File: src/d3t_pkg.sv
`default_nettype none

package d3t_pkg;

  localparam int NB_BITS    = 26;
  localparam int CUBE_CELLS = 27;
  localparam int NUM_DIRS   = 6;
  localparam int MIN_COUNT  = 4;
  localparam int FULL_COUNT = 8;

  typedef logic [NB_BITS-1:0]    nbhd_t;
  typedef logic [CUBE_CELLS-1:0] cube_t;
  typedef logic [4:0]            cell_idx_t;
  typedef logic [4:0]            count_t;
  typedef logic [2:0]            dir_code_t;

  typedef cell_idx_t [CUBE_CELLS-1:0] cell_map_t;
  typedef cell_map_t [NUM_DIRS-1:0]   dir_map_t;

  // Sweep direction codes: the face that counts as up.
  typedef enum logic [2:0] {
    DIR_POS_Z = 3'd0,
    DIR_NEG_Z = 3'd1,
    DIR_POS_Y = 3'd2,
    DIR_NEG_Y = 3'd3,
    DIR_POS_X = 3'd4,
    DIR_NEG_X = 3'd5
  } dir_t;

  // Neighborhood turned so that up is always +u, together with a flag that
  // says whether the direction code named a face at all.
  typedef struct packed {
    logic  dir_ok;
    cube_t cube;
  } orient_t;

  // Cell number of an offset within the 3x3x3 cube, first axis fastest.
  function automatic int cell_of(int a, int b, int u);
    return (u + 1) * 9 + (b + 1) * 3 + (a + 1);
  endfunction

  // For each direction and each cell of the canonical cube (a, b, u), the
  // cell of the original cube that lands there.
  function automatic dir_map_t build_dir_map();
    dir_map_t m;
    int axis;
    int oa;
    int ob;
    int s;
    int v [3];
    m = '0;
    for (int d = 0; d < NUM_DIRS; d++) begin
      axis = 2 - (d >> 1);
      s    = ((d & 1) != 0) ? -1 : 1;
      oa   = (axis == 2) ? 0 : axis + 1;
      ob   = (oa == 2) ? 0 : oa + 1;
      for (int du = -1; du <= 1; du++) begin
        for (int db = -1; db <= 1; db++) begin
          for (int da = -1; da <= 1; da++) begin
            v[axis] = s * du;
            v[oa]   = da;
            v[ob]   = db;
            m[d][cell_of(da, db, du)] = cell_idx_t'(cell_of(v[0], v[1], v[2]));
          end
        end
      end
    end
    return m;
  endfunction

  localparam dir_map_t DIR_MAP = build_dir_map();

endpackage

`default_nettype wire

File: src/d3t_eval.sv
`default_nettype none

module d3t_eval (
  input  d3t_pkg::orient_t orient,
  output logic             deletable
);
  import d3t_pkg::*;

  function automatic logic vox(cube_t cb, int a, int b, int u);
    return cb[cell_idx_t'(cell_of(a, b, u))];
  endfunction

  always_comb begin
    logic   reject;
    logic   pair_ok;
    count_t cnt;

    cnt    = count_t'($countones(orient.cube));
    reject = !orient.dir_ok || vox(orient.cube, 0, 0, 1) || !vox(orient.cube, 0, 0, -1);

    // Background lateral with object directly above it.
    for (int s = -1; s <= 1; s += 2) begin
      reject = reject || (!vox(orient.cube, s, 0, 0) && vox(orient.cube, s, 0, 1));
      reject = reject || (!vox(orient.cube, 0, s, 0) && vox(orient.cube, 0, s, 1));
    end

    // Background corner pattern with object above its edge voxel; also look
    // for two adjacent object laterals for the mid-range count case.
    pair_ok = 1'b0;
    for (int sa = -1; sa <= 1; sa += 2) begin
      for (int sb = -1; sb <= 1; sb += 2) begin
        reject = reject || (!vox(orient.cube, sa, 0, 0) && !vox(orient.cube, 0, sb, 0) &&
                            !vox(orient.cube, sa, sb, 0) && vox(orient.cube, sa, sb, 1));
        pair_ok = pair_ok || (vox(orient.cube, sa, 0, 0) && vox(orient.cube, 0, sb, 0));
      end
    end

    // Bottom is known to be object here, so the face condition always holds.
    deletable = !reject && ((cnt >= count_t'(FULL_COUNT)) ||
                            ((cnt >= count_t'(MIN_COUNT)) && pair_ok));
  end

endmodule

`default_nettype wire

File: config.mk
export PLATFORM = sky130hd
export DESIGN_NAME = d3t_eval
export DESIGN_NICKNAME = d
export VERILOG_FILES = /design/src/d3t_pkg.sv /design/src/d3t_eval.sv
export SDC_FILE = /design/constraint.sdc
export NUM_CORES = 1
export LEC_CHECK = 0
export ABC_AREA = 1
export BUFFER_PORTS_ARGS = -buffer_cell sky130_fd_sc_hd__buf_2
export CELL_PAD_IN_SITES_DETAIL_PLACEMENT = 1
export CELL_PAD_IN_SITES_GLOBAL_PLACEMENT = 1
export CORE_MARGIN = 2
export CORE_UTILIZATION = 34
export DETAILED_ROUTE_END_ITERATION = 10
export PLACE_DENSITY_LB_ADDON = 0.1
export SETUP_SLACK_MARGIN = 0.02
export SYNTH_ARGS = -nofsm -noshare
export SYNTH_HDL_FRONTEND = slang
export SYNTH_SLANG_ARGS = --single-unit
File: constraint.sdc
create_clock -name vclk -period 3.87
set_clock_uncertainty 0.2 [all_clocks]
set_input_delay 0 -clock vclk [all_inputs]
set_output_delay 0 -clock vclk [all_outputs]
set_load 0.005 [all_outputs]
==> After elaboration in Yosys (flattened, before gate mapping) <==
Index checks and enable logic that the tools add are counted.
{ "word_totals": {"regBits": 0, "word_cells": 75, "inputBits": 28} }
{ "classes": {"n_addsub": 26, "order_cmp": 2, "reduce_logical": 47} }
{ "op_table": {"columns": ["op", "count"], "rows": [
  ["$add A1 B1 Y2", 13],
  ["$logic_and A1 B1 Y1", 22],
  ["$add A2 B2 Y3", 6],
  ["$logic_or A1 B1 Y1", 14],
  ["$add A3 B3 Y4", 3],
  ["$logic_not A1 Y1", 11],
  ["$add A4 B3 Y5", 1],
  ["$add A4 B4 Y5", 1],
  ["$add A5 B5 Y5", 1],
  ["$ge A5 B3 Y1 const B", 1],
  ["$ge A5 B4 Y1 const B", 1],
  ["$add A2 B1 Y3", 1]
]} }

==> Logic depth before layout (Yosys ltp) <==
Gate-level depths: netlist of the first run.
{ "logic_depth": {"word_depth": 13, "mapped_depth": 20, "depth_no_buf": 20} }

==> Least setup slack after synthesis of the first run <==
OpenSTA, ideal clock, no wires.
{ "synth_path": {"kind": "in2out", "start": "input port orient[17] (netlist bit)", "end": "output port deletable", "required_ns": 3.670, "setup_slack_ns": -0.369, "path_stages": 20, "arrival_time_ns": 4.039, "path_cell_list": "fa_1 -> inv_1 -> fa_1 -> inv_1 -> fa_1 -> inv_1 -> fa_1 -> fa_1 -> fa_1 -> inv_1 -> fa_1 -> inv_1 -> fa_1 -> inv_1 -> nor2_1 -> nor2_1 -> nand2_1 -> nand3_1 -> nor2_1 -> nor2_1"} }
{ "synth_between": {"elab_chain_cells": 9} }
{ "synth_lines": {"columns": ["element", "line", "source"], "rows": [
  ["start: declaration", "d3t_eval.sv:4", "input d3t_pkg::orient_t orient,"],
  ["$add A1 B1 Y2 (implied by the code)", "d3t_eval.sv:18", "cnt = count_t'($countones(orient.cube));"],
  ["$add A2 B2 Y3 (implied by the code)", "d3t_eval.sv:18", null],
  ["$add A3 B3 Y4 (implied by the code)", "d3t_eval.sv:18", null],
  ["$add A4 B3 Y5 (implied by the code)", "d3t_eval.sv:18", null],
  ["$add A5 B5 Y5 (implied by the code)", "d3t_eval.sv:18", null],
  ["$ge A5 B3 Y1", "d3t_eval.sv:40", "((cnt >= count_t'(MIN_COUNT)) && pair_ok));"],
  ["$logic_and A1 B1 Y1", "d3t_eval.sv:40", null],
  ["$logic_or A1 B1 Y1", "d3t_eval.sv:39", "deletable = !reject && ((cnt >= count_t'(FULL_COUNT)) ||"],
  ["$logic_and A1 B1 Y1 *", "d3t_eval.sv:39", null],
  ["end: declaration", "d3t_eval.sv:5", "output logic deletable"]
]} }
Every way passes the cells marked *; elsewhere a longest branch is shown, timed or not.

==> Final worst setup path of the first run <==
Ends and elaborated chain as after synthesis.

==> summary by stage, run 1 <==
Routing
The total detailed-routing wirelength is 1900 um. In the routed layout, each cell is associated on average with a via count of 4.31. After detailed routing, the average wire length per cell comes to 10.6 um. The number of nets still failing antenna checks after routing is 0. In the routed design, unresolved DRC markers number 0.

For this block, the initial DRC count from the detailed router was 7. The count of vias placed by the detailed router is 771. The number of iterations in the first detailed-routing pass is 4.

Die
The die footprint is 0.00284 sq mm. The region available for standard cell placement spans 0.00225 sq mm. The initial utilization of the core area, before any placement, comes to 36.6%.

29 I/O pins were placed. The floorplan step set the die height to 53.3 um. The die width is 53.3 um. The floorplan has 17 rows.

Power and ir drop
The sequential share of power is 0%. In this run switching power makes up 55.5% of total power. The clock share of power is 0%. The net switching power of the design is 0.000461 W. The maximum vdd drop is 0.000803 V.

The power consumption is 0.000831 W. In this run the power density over the cells is 766 mW/mm^2. The part of the total power dissipated in combinational logic is 100.0%. The standby leakage power is 0.680 nW. The internal portion of the total power is 0.000370 W.

Worst setup path
The critical path is of the in -> out type. The data required time of the worst path is 3.67 ns. For the worst setup path, the data arrival time is 4.33 ns. The largest driver fanout on the critical path is 3. The nature of the critical path startpoint is a primary input. The worst setup path is captured at a primary output. In this run the worst setup path begins at orient[17]. Following the worst setup path forward leads to its endpoint at deletable.

Placed design
After legalization and detailed placement, the total HPWL measured 1890 um. The standard cell area after detailed placement is 0.00107 sq mm. The routability congestion estimate is 0.776. The instance count after placement with tap cells included is 179. Buffers placed on the I/O ports in this run total 29. The setup slack at placement is -0.794 ns.

Logic synthesis
Counting distinct cell types in the post-synthesis netlist gives 10. The number of warnings issued by yosys is 0. Counting every net in the synthesized netlist gives 168.

Of the post-synthesis cell area, the dominant cell type holds 46.1%. The synthesized area per cell is 7.31 sq um. After synthesis the cells add up to 826 sq um. The sequential fraction of the synthesis area is 0%. In the synthesized netlist, the number of instances is 113. Summed over all instances, the cell type with the most area after synthesis is sky130_fd_sc_hd__fa_1. Yosys attributes the largest share of cell area to sky130_fd_sc_hd__fa_1, sky130_fd_sc_hd__inv_1, sky130_fd_sc_hd__ha_1.

STA
The count of final max-slew check failures is 0. The worst relative slew slack is 89.8%. The slew of the pin with the lowest slew margin is 0.151 ns. On the final layout, the worst hold slack is 0.239 ns.

Setup slack on the critical path of the routed design comes to -0.659 ns. Setup repair after global routing could not meet its margin everywhere. Static timing analysis puts the maximum clock frequency at 221 MHz. Setup violations remaining at the end of the flow were counted as 1. The final-report hold violation count came to 0.

The final critical path takes up 117% of the cycle. The smallest clock period supported by the final layout is computed as 4.53 ns.

Layout
Leaving out filler cells and counting taps, the final layout contains 179. The number of nets in the finished design is 208. The finished cells cover 0.00108 sq mm.

Relative to the synthesized area, the layout overhead comes to 31.4%. Summing all flip-flop and latch instances after layout gives 0 sq um. The number of clock buffer instances in the layout is 0.

The final layout contains a sequential cell count of 0. In the layout the commonest cells are sky130_fd_sc_hd__inv_1, sky130_fd_sc_hd__buf_2, sky130_fd_sc_hd__fa_1. The fraction of layout cells with a size suffix above 1 is 28.5%. 0 antenna diodes ended up in the layout. The most common cell after layout, fill and taps aside is sky130_fd_sc_hd__inv_1.

Clock tree
The buffer count from post-CTS setup fixing is 0. Buffers inserted to repair hold after CTS numbered 0.

Global route
The remaining global-route overflow is 0. Global routing used 15.0% of the available tracks. The number of global-route vias before repair is 844. The number of antenna violations at the first check in global routing came to 0. The first global-routing pass estimated 3220 um of wire. Entering global routing, the biggest net connects 7 pins.

Job
The tool flagged a number of max-cap violations equal to 0.

Run status
The flow ran to the end, but the final reports show violations. The checks that failed: setup timing.

Min path
The class of the tightest hold or removal check is in -> out.
==> worst min-delay path by stage <==
stage,start,end,slack [ns],cells past startpoint
after detailed placement,orient[23],deletable,0.24,5
after floorplan,orient[23],deletable,-0.03,3
final,orient[23],deletable,0.24,5
after global routing,orient[23],deletable,0.29,5
after CTS,orient[23],deletable,0.24,5
after global placement,orient[23],deletable,0.23,5
==> power groups by stage <==
stage / Sequential [W] / Combinational (W) / Clock [W]
final: 0 / 0.000831 / 0
after global routing: 0 / 0.000988 / 0
after CTS: 0 / 0.000861 / 0
after global placement: 0 / 0.000800 / 0
after floorplan: 0 / 0.000615 / 0
after detailed placement: 0 / 0.000842 / 0
==> critical path: stages <==
cell	delay, ns
sky130_fd_sc_hd__buf_6	0.10
sky130_fd_sc_hd__fa_1	0.52
sky130_fd_sc_hd__inv_1	0.05
sky130_fd_sc_hd__fa_1	0.48
sky130_fd_sc_hd__inv_1	0.05
sky130_fd_sc_hd__fa_1	0.47
sky130_fd_sc_hd__inv_1	0.05
sky130_fd_sc_hd__fa_1	0.49
sky130_fd_sc_hd__fa_1	0.43
sky130_fd_sc_hd__fa_1	0.49
sky130_fd_sc_hd__inv_1	0.05
sky130_fd_sc_hd__fa_2	0.35
sky130_fd_sc_hd__inv_2	0.07
sky130_fd_sc_hd__fa_2	0.19
sky130_fd_sc_hd__inv_2	0.04
sky130_fd_sc_hd__nor2_1	0.08
sky130_fd_sc_hd__nor2_1	0.05
sky130_fd_sc_hd__nand2_1	0.06
sky130_fd_sc_hd__nand3_1	0.07
sky130_fd_sc_hd__nor2_1	0.09
sky130_fd_sc_hd__nor2_1	0.04
sky130_fd_sc_hd__buf_2	0.12
==> cell type report <==
type | instances | area [sq um]
Fill cell | 310 | 1170
Multi-Input combinational cell | 67 | 658
Timing Repair Buffer | 38 | 219
Inverter | 46 | 173
Tap cell | 28 | 35.0
==> synthesized netlist by cell type (all sizes together) <==
master,n
nand2,11
nor2,13
inv,46
nand3,9
fa,19
ha,8
o21bai,1
nor3,1
a21oi,5
==> stage by stage <==
stage,utilization [%],TNS [ns]
4_1_cts,48.1,-0.703
2_1_floorplan,-,-0.354
5_1_grt,48.1,-0.921
3_3_place_gp,47.6,-0.748
6_report,48.1,-0.659
3_5_place_dp,47.6,-0.794
==> kinds of logic after synthesis <==
kind of cell               Yosys count  synth area share, %
and+or+nand+nor                     34                 17.0
AOI/OAI and AO/OA                    6                 3.94
adders and majority gates           27                 58.2
buffers and inverters               46                 20.9
==> layer usage <==
metal	part of all wire, %	wire (um)	GRT usage [%]	vias to the layer above
met5	0	0	0	-
met4	0	0	0	0
met3	3.7	71	0	0
met2	56	1070	31.5	17
met1	40	758	17.6	359
li1	-	-	-	395
==> repair_timing <==
item                                    CTS  global route
pin swaps                                 0             0
gates resized for setup                   5             0
endpoints found under the setup margin    1             1
gates cloned                              0             0
Power figures use the tool's default switching activity.
==> inputs of run 2 (changes only) <==
--- a/config.mk
+++ b/config.mk
@@ -14,6 +14,7 @@
 export DETAILED_ROUTE_END_ITERATION = 10
 export PLACE_DENSITY_LB_ADDON = 0.1
 export SETUP_SLACK_MARGIN = 0.02
+export SKIP_LAST_GASP = 1
 export SYNTH_ARGS = -nofsm -noshare
 export SYNTH_HDL_FRONTEND = slang
 export SYNTH_SLANG_ARGS = --single-unit
==> summary by stage, run 2 (same netlist as run 1, synthesis figures left out) <==
Layout
The fraction of layout cells with a size suffix above 1 is 27.8%. The area occupied by registers is 0 sq um. In the final design database the tool counted 208 nets. The number of clock buffer instances in the layout is 0.

The synthesis-to-layout area growth is 30.6%. The sequential cell count of the final layout is 0. The library cell used most frequently in the layout, excluding fill and tap cells, is sky130_fd_sc_hd__inv_1.

In the layout the commonest cells are sky130_fd_sc_hd__inv_1, sky130_fd_sc_hd__buf_2, sky130_fd_sc_hd__fa_1. The count of filler cells inserted in the layout is 313. The number of antenna cells inserted is 0.

Worst setup path
The startpoint of the worst setup timing path is orient[17]. STA classifies the critical path endpoint as a primary output. The buffer and inverter count on the worst path is 8. The kind of cell adding the most delay to the critical path is adder cells. The data required time of the worst path is 3.67 ns. The end point of the critical path is deletable. In this run the number of cells on the critical path is 22. The maximum cell stage delay along the critical path is 0.53 ns. The nature of the critical path startpoint is a primary input.

Of all nets on the critical path, the largest fanout is 3. Among the stages of the critical path, the cell type that occurs most often is sky130_fd_sc_hd__fa_1. Traced cell by cell, the critical path runs through buf_2 -> fa_1 -> inv_1 -> fa_1 -> inv_1 -> fa_1 -> inv_1 -> fa_1 -> fa_1 -> fa_1 -> inv_1 -> fa_2 -> inv_1 -> fa_2 -> inv_2 -> nor2_1 -> nor2_1 -> nand2_1 -> nand3_1 -> nor2_1 -> nor2_1 -> buf_2. The data arrival at the endpoint of the critical path is 4.36 ns. The type of the worst setup path is in -> out. Among all stages on the critical path, the largest delay is contributed by sky130_fd_sc_hd__fa_1.

Placed design
The congestion estimate from routability-driven global placement came to 0.776. The total half-perimeter wirelength after legalization and detailed placement is 1890 um. The number of I/O port buffers is 29.

Clock tree
Buffers inserted to repair hold after CTS numbered 0. The buffer count from post-CTS setup fixing is 0.

Global route
Global routing finished with a remaining overflow of 0. The pin count of the biggest net entering global routing is 7. Across every metal layer, demand over resource in global routing totals 14.9%. The number of global-route vias before repair is 840. The number of antenna violations at the first check in global routing came to 0. The first global-routing pass estimated 3200 um of wire.

Routing
The detailed router's first-iteration violation count is 7. The mean routed wirelength per cell is 10.6 um. The total detailed-routing wirelength is 1890 um. The count of vias placed by the detailed router is 770. The number of iterations in the first detailed-routing pass is 4.

The detail route stage leaves a number of antenna-violating nets equal to 0. The DRC violation count after routing is 0. After detailed routing, the number of vias per cell comes to 4.30.

STA
The worst relative slew slack is 89.8%. The smallest setup slack after layout is -0.694 ns. The routed design could run at a clock period as short as 4.56 ns. Setup repair after global routing could not meet its margin everywhere.

In the finished design, the share of the clock period the worst path needs comes to 118%. For the pin with the worst max-slew slack, the measured transition is 0.151 ns. The count of final max-slew check failures is 0. Derived from the worst setup path, the maximum achievable clock frequency is 219 MHz.

The setup TNS after final layout is -0.694 ns. The worst hold slack is 0.238 ns. The final count of negative-setup-slack endpoints is 1. The final-report hold violation count is 0.

Die
Measured along the y axis, the die boundary spans 53.3 um. For this design the top-level I/O count stands at 29. The region available for standard cell placement spans 0.00225 sq mm. The initial utilization of the core area, before any placement, comes to 36.6%. The die width is 53.3 um. The die footprint is 0.00284 sq mm. The site row count is 17.

Run status
The final reports fail on setup timing. The flow ran to the end, but the final reports show violations.

Min path
The class of the tightest hold or removal check is in -> out.

Power and ir drop
The analysis attributes to cell leakage a power of 0.679 nW. The maximum vdd drop is 0.000802 V. The total power divided by cell area is 767 mW/mm^2.

Job
The reported max-cap violation count is 0.
==> run 2: changes by cell type in the layout (fill, tap and decap cells not counted) <==
cell,previous run,this run
sky130_fd_sc_hd__inv_2,3,2
sky130_fd_sc_hd__buf_6,1,0
sky130_fd_sc_hd__buf_2,28,29
sky130_fd_sc_hd__inv_1,43,44
==> run 2: per-layer routing <==
layer	GRT usage, %	up-vias	wire (um)
met4	0	0	0
met3	0	0	70
met2	31.1	17	1060
met5	0	-	0
li1	-	394	-
met1	17.6	359	760
==> run 2: area by class of cell <==
class	instances	area (sq um)	share of cell area, %
Multi-Input combinational cell	67	658	61.0
Timing Repair Buffer	38	213	19.7
Inverter	46	173	16.0
Tap cell	28	35.0	3.25
==> run 2: power breakdown <==
part	total, W	switching [W]	leakage [nW]	internal [W]
registers	0	0	0	0
clock network	0	0	0	0
logic	0.000828	0.000460	0.679	0.000368
total	0.000828	0.000460	0.679	0.000368
==> run 2: worst min path at each step <==
stage / start / endpoint / slack (ns) / depth (start not counted)
6_report: orient[23] / deletable / 0.24 / 5
4_1_cts: orient[23] / deletable / 0.24 / 5
3_5_place_dp: orient[23] / deletable / 0.24 / 5
2_1_floorplan: orient[23] / deletable / -0.03 / 3
5_1_grt: orient[23] / deletable / 0.28 / 5
3_3_place_gp: orient[23] / deletable / 0.23 / 5
==> run 2: stage by stage <==
| stage | utilization (%) | instance area [sq um] | setup WS (ns) | total power [W] | cells |
|---|---|---|---|---|---|
| finish | 47.8 | 1080 | -0.694 | 0.000828 | 179 |
| CTS | 47.8 | 1080 | -0.742 | 0.000858 | 179 |
| floorplan | - | 826 | -0.354 | 0.000615 | 113 |
| global placement | 47.6 | 1070 | -0.748 | 0.000800 | 179 |
| detailed placement | 47.6 | 1070 | -0.794 | 0.000842 | 179 |
| global route | 47.8 | 1080 | -0.969 | 0.000986 | 179 |
==> run 2: tightest hold or removal path, stage by stage <==
cell and delay (ns):
sky130_fd_sc_hd__buf_2 0.09, sky130_fd_sc_hd__o21bai_1 0.07, sky130_fd_sc_hd__nand3_1 0.12, sky130_fd_sc_hd__nor2_1 0.05, sky130_fd_sc_hd__buf_2 0.11
==> run 2: timing repair <==
action / in CTS / in global routing
hold endpoints to repair: 0 / 0
gates resized for setup: 3 / 0
setup endpoints to repair: 1 / 1
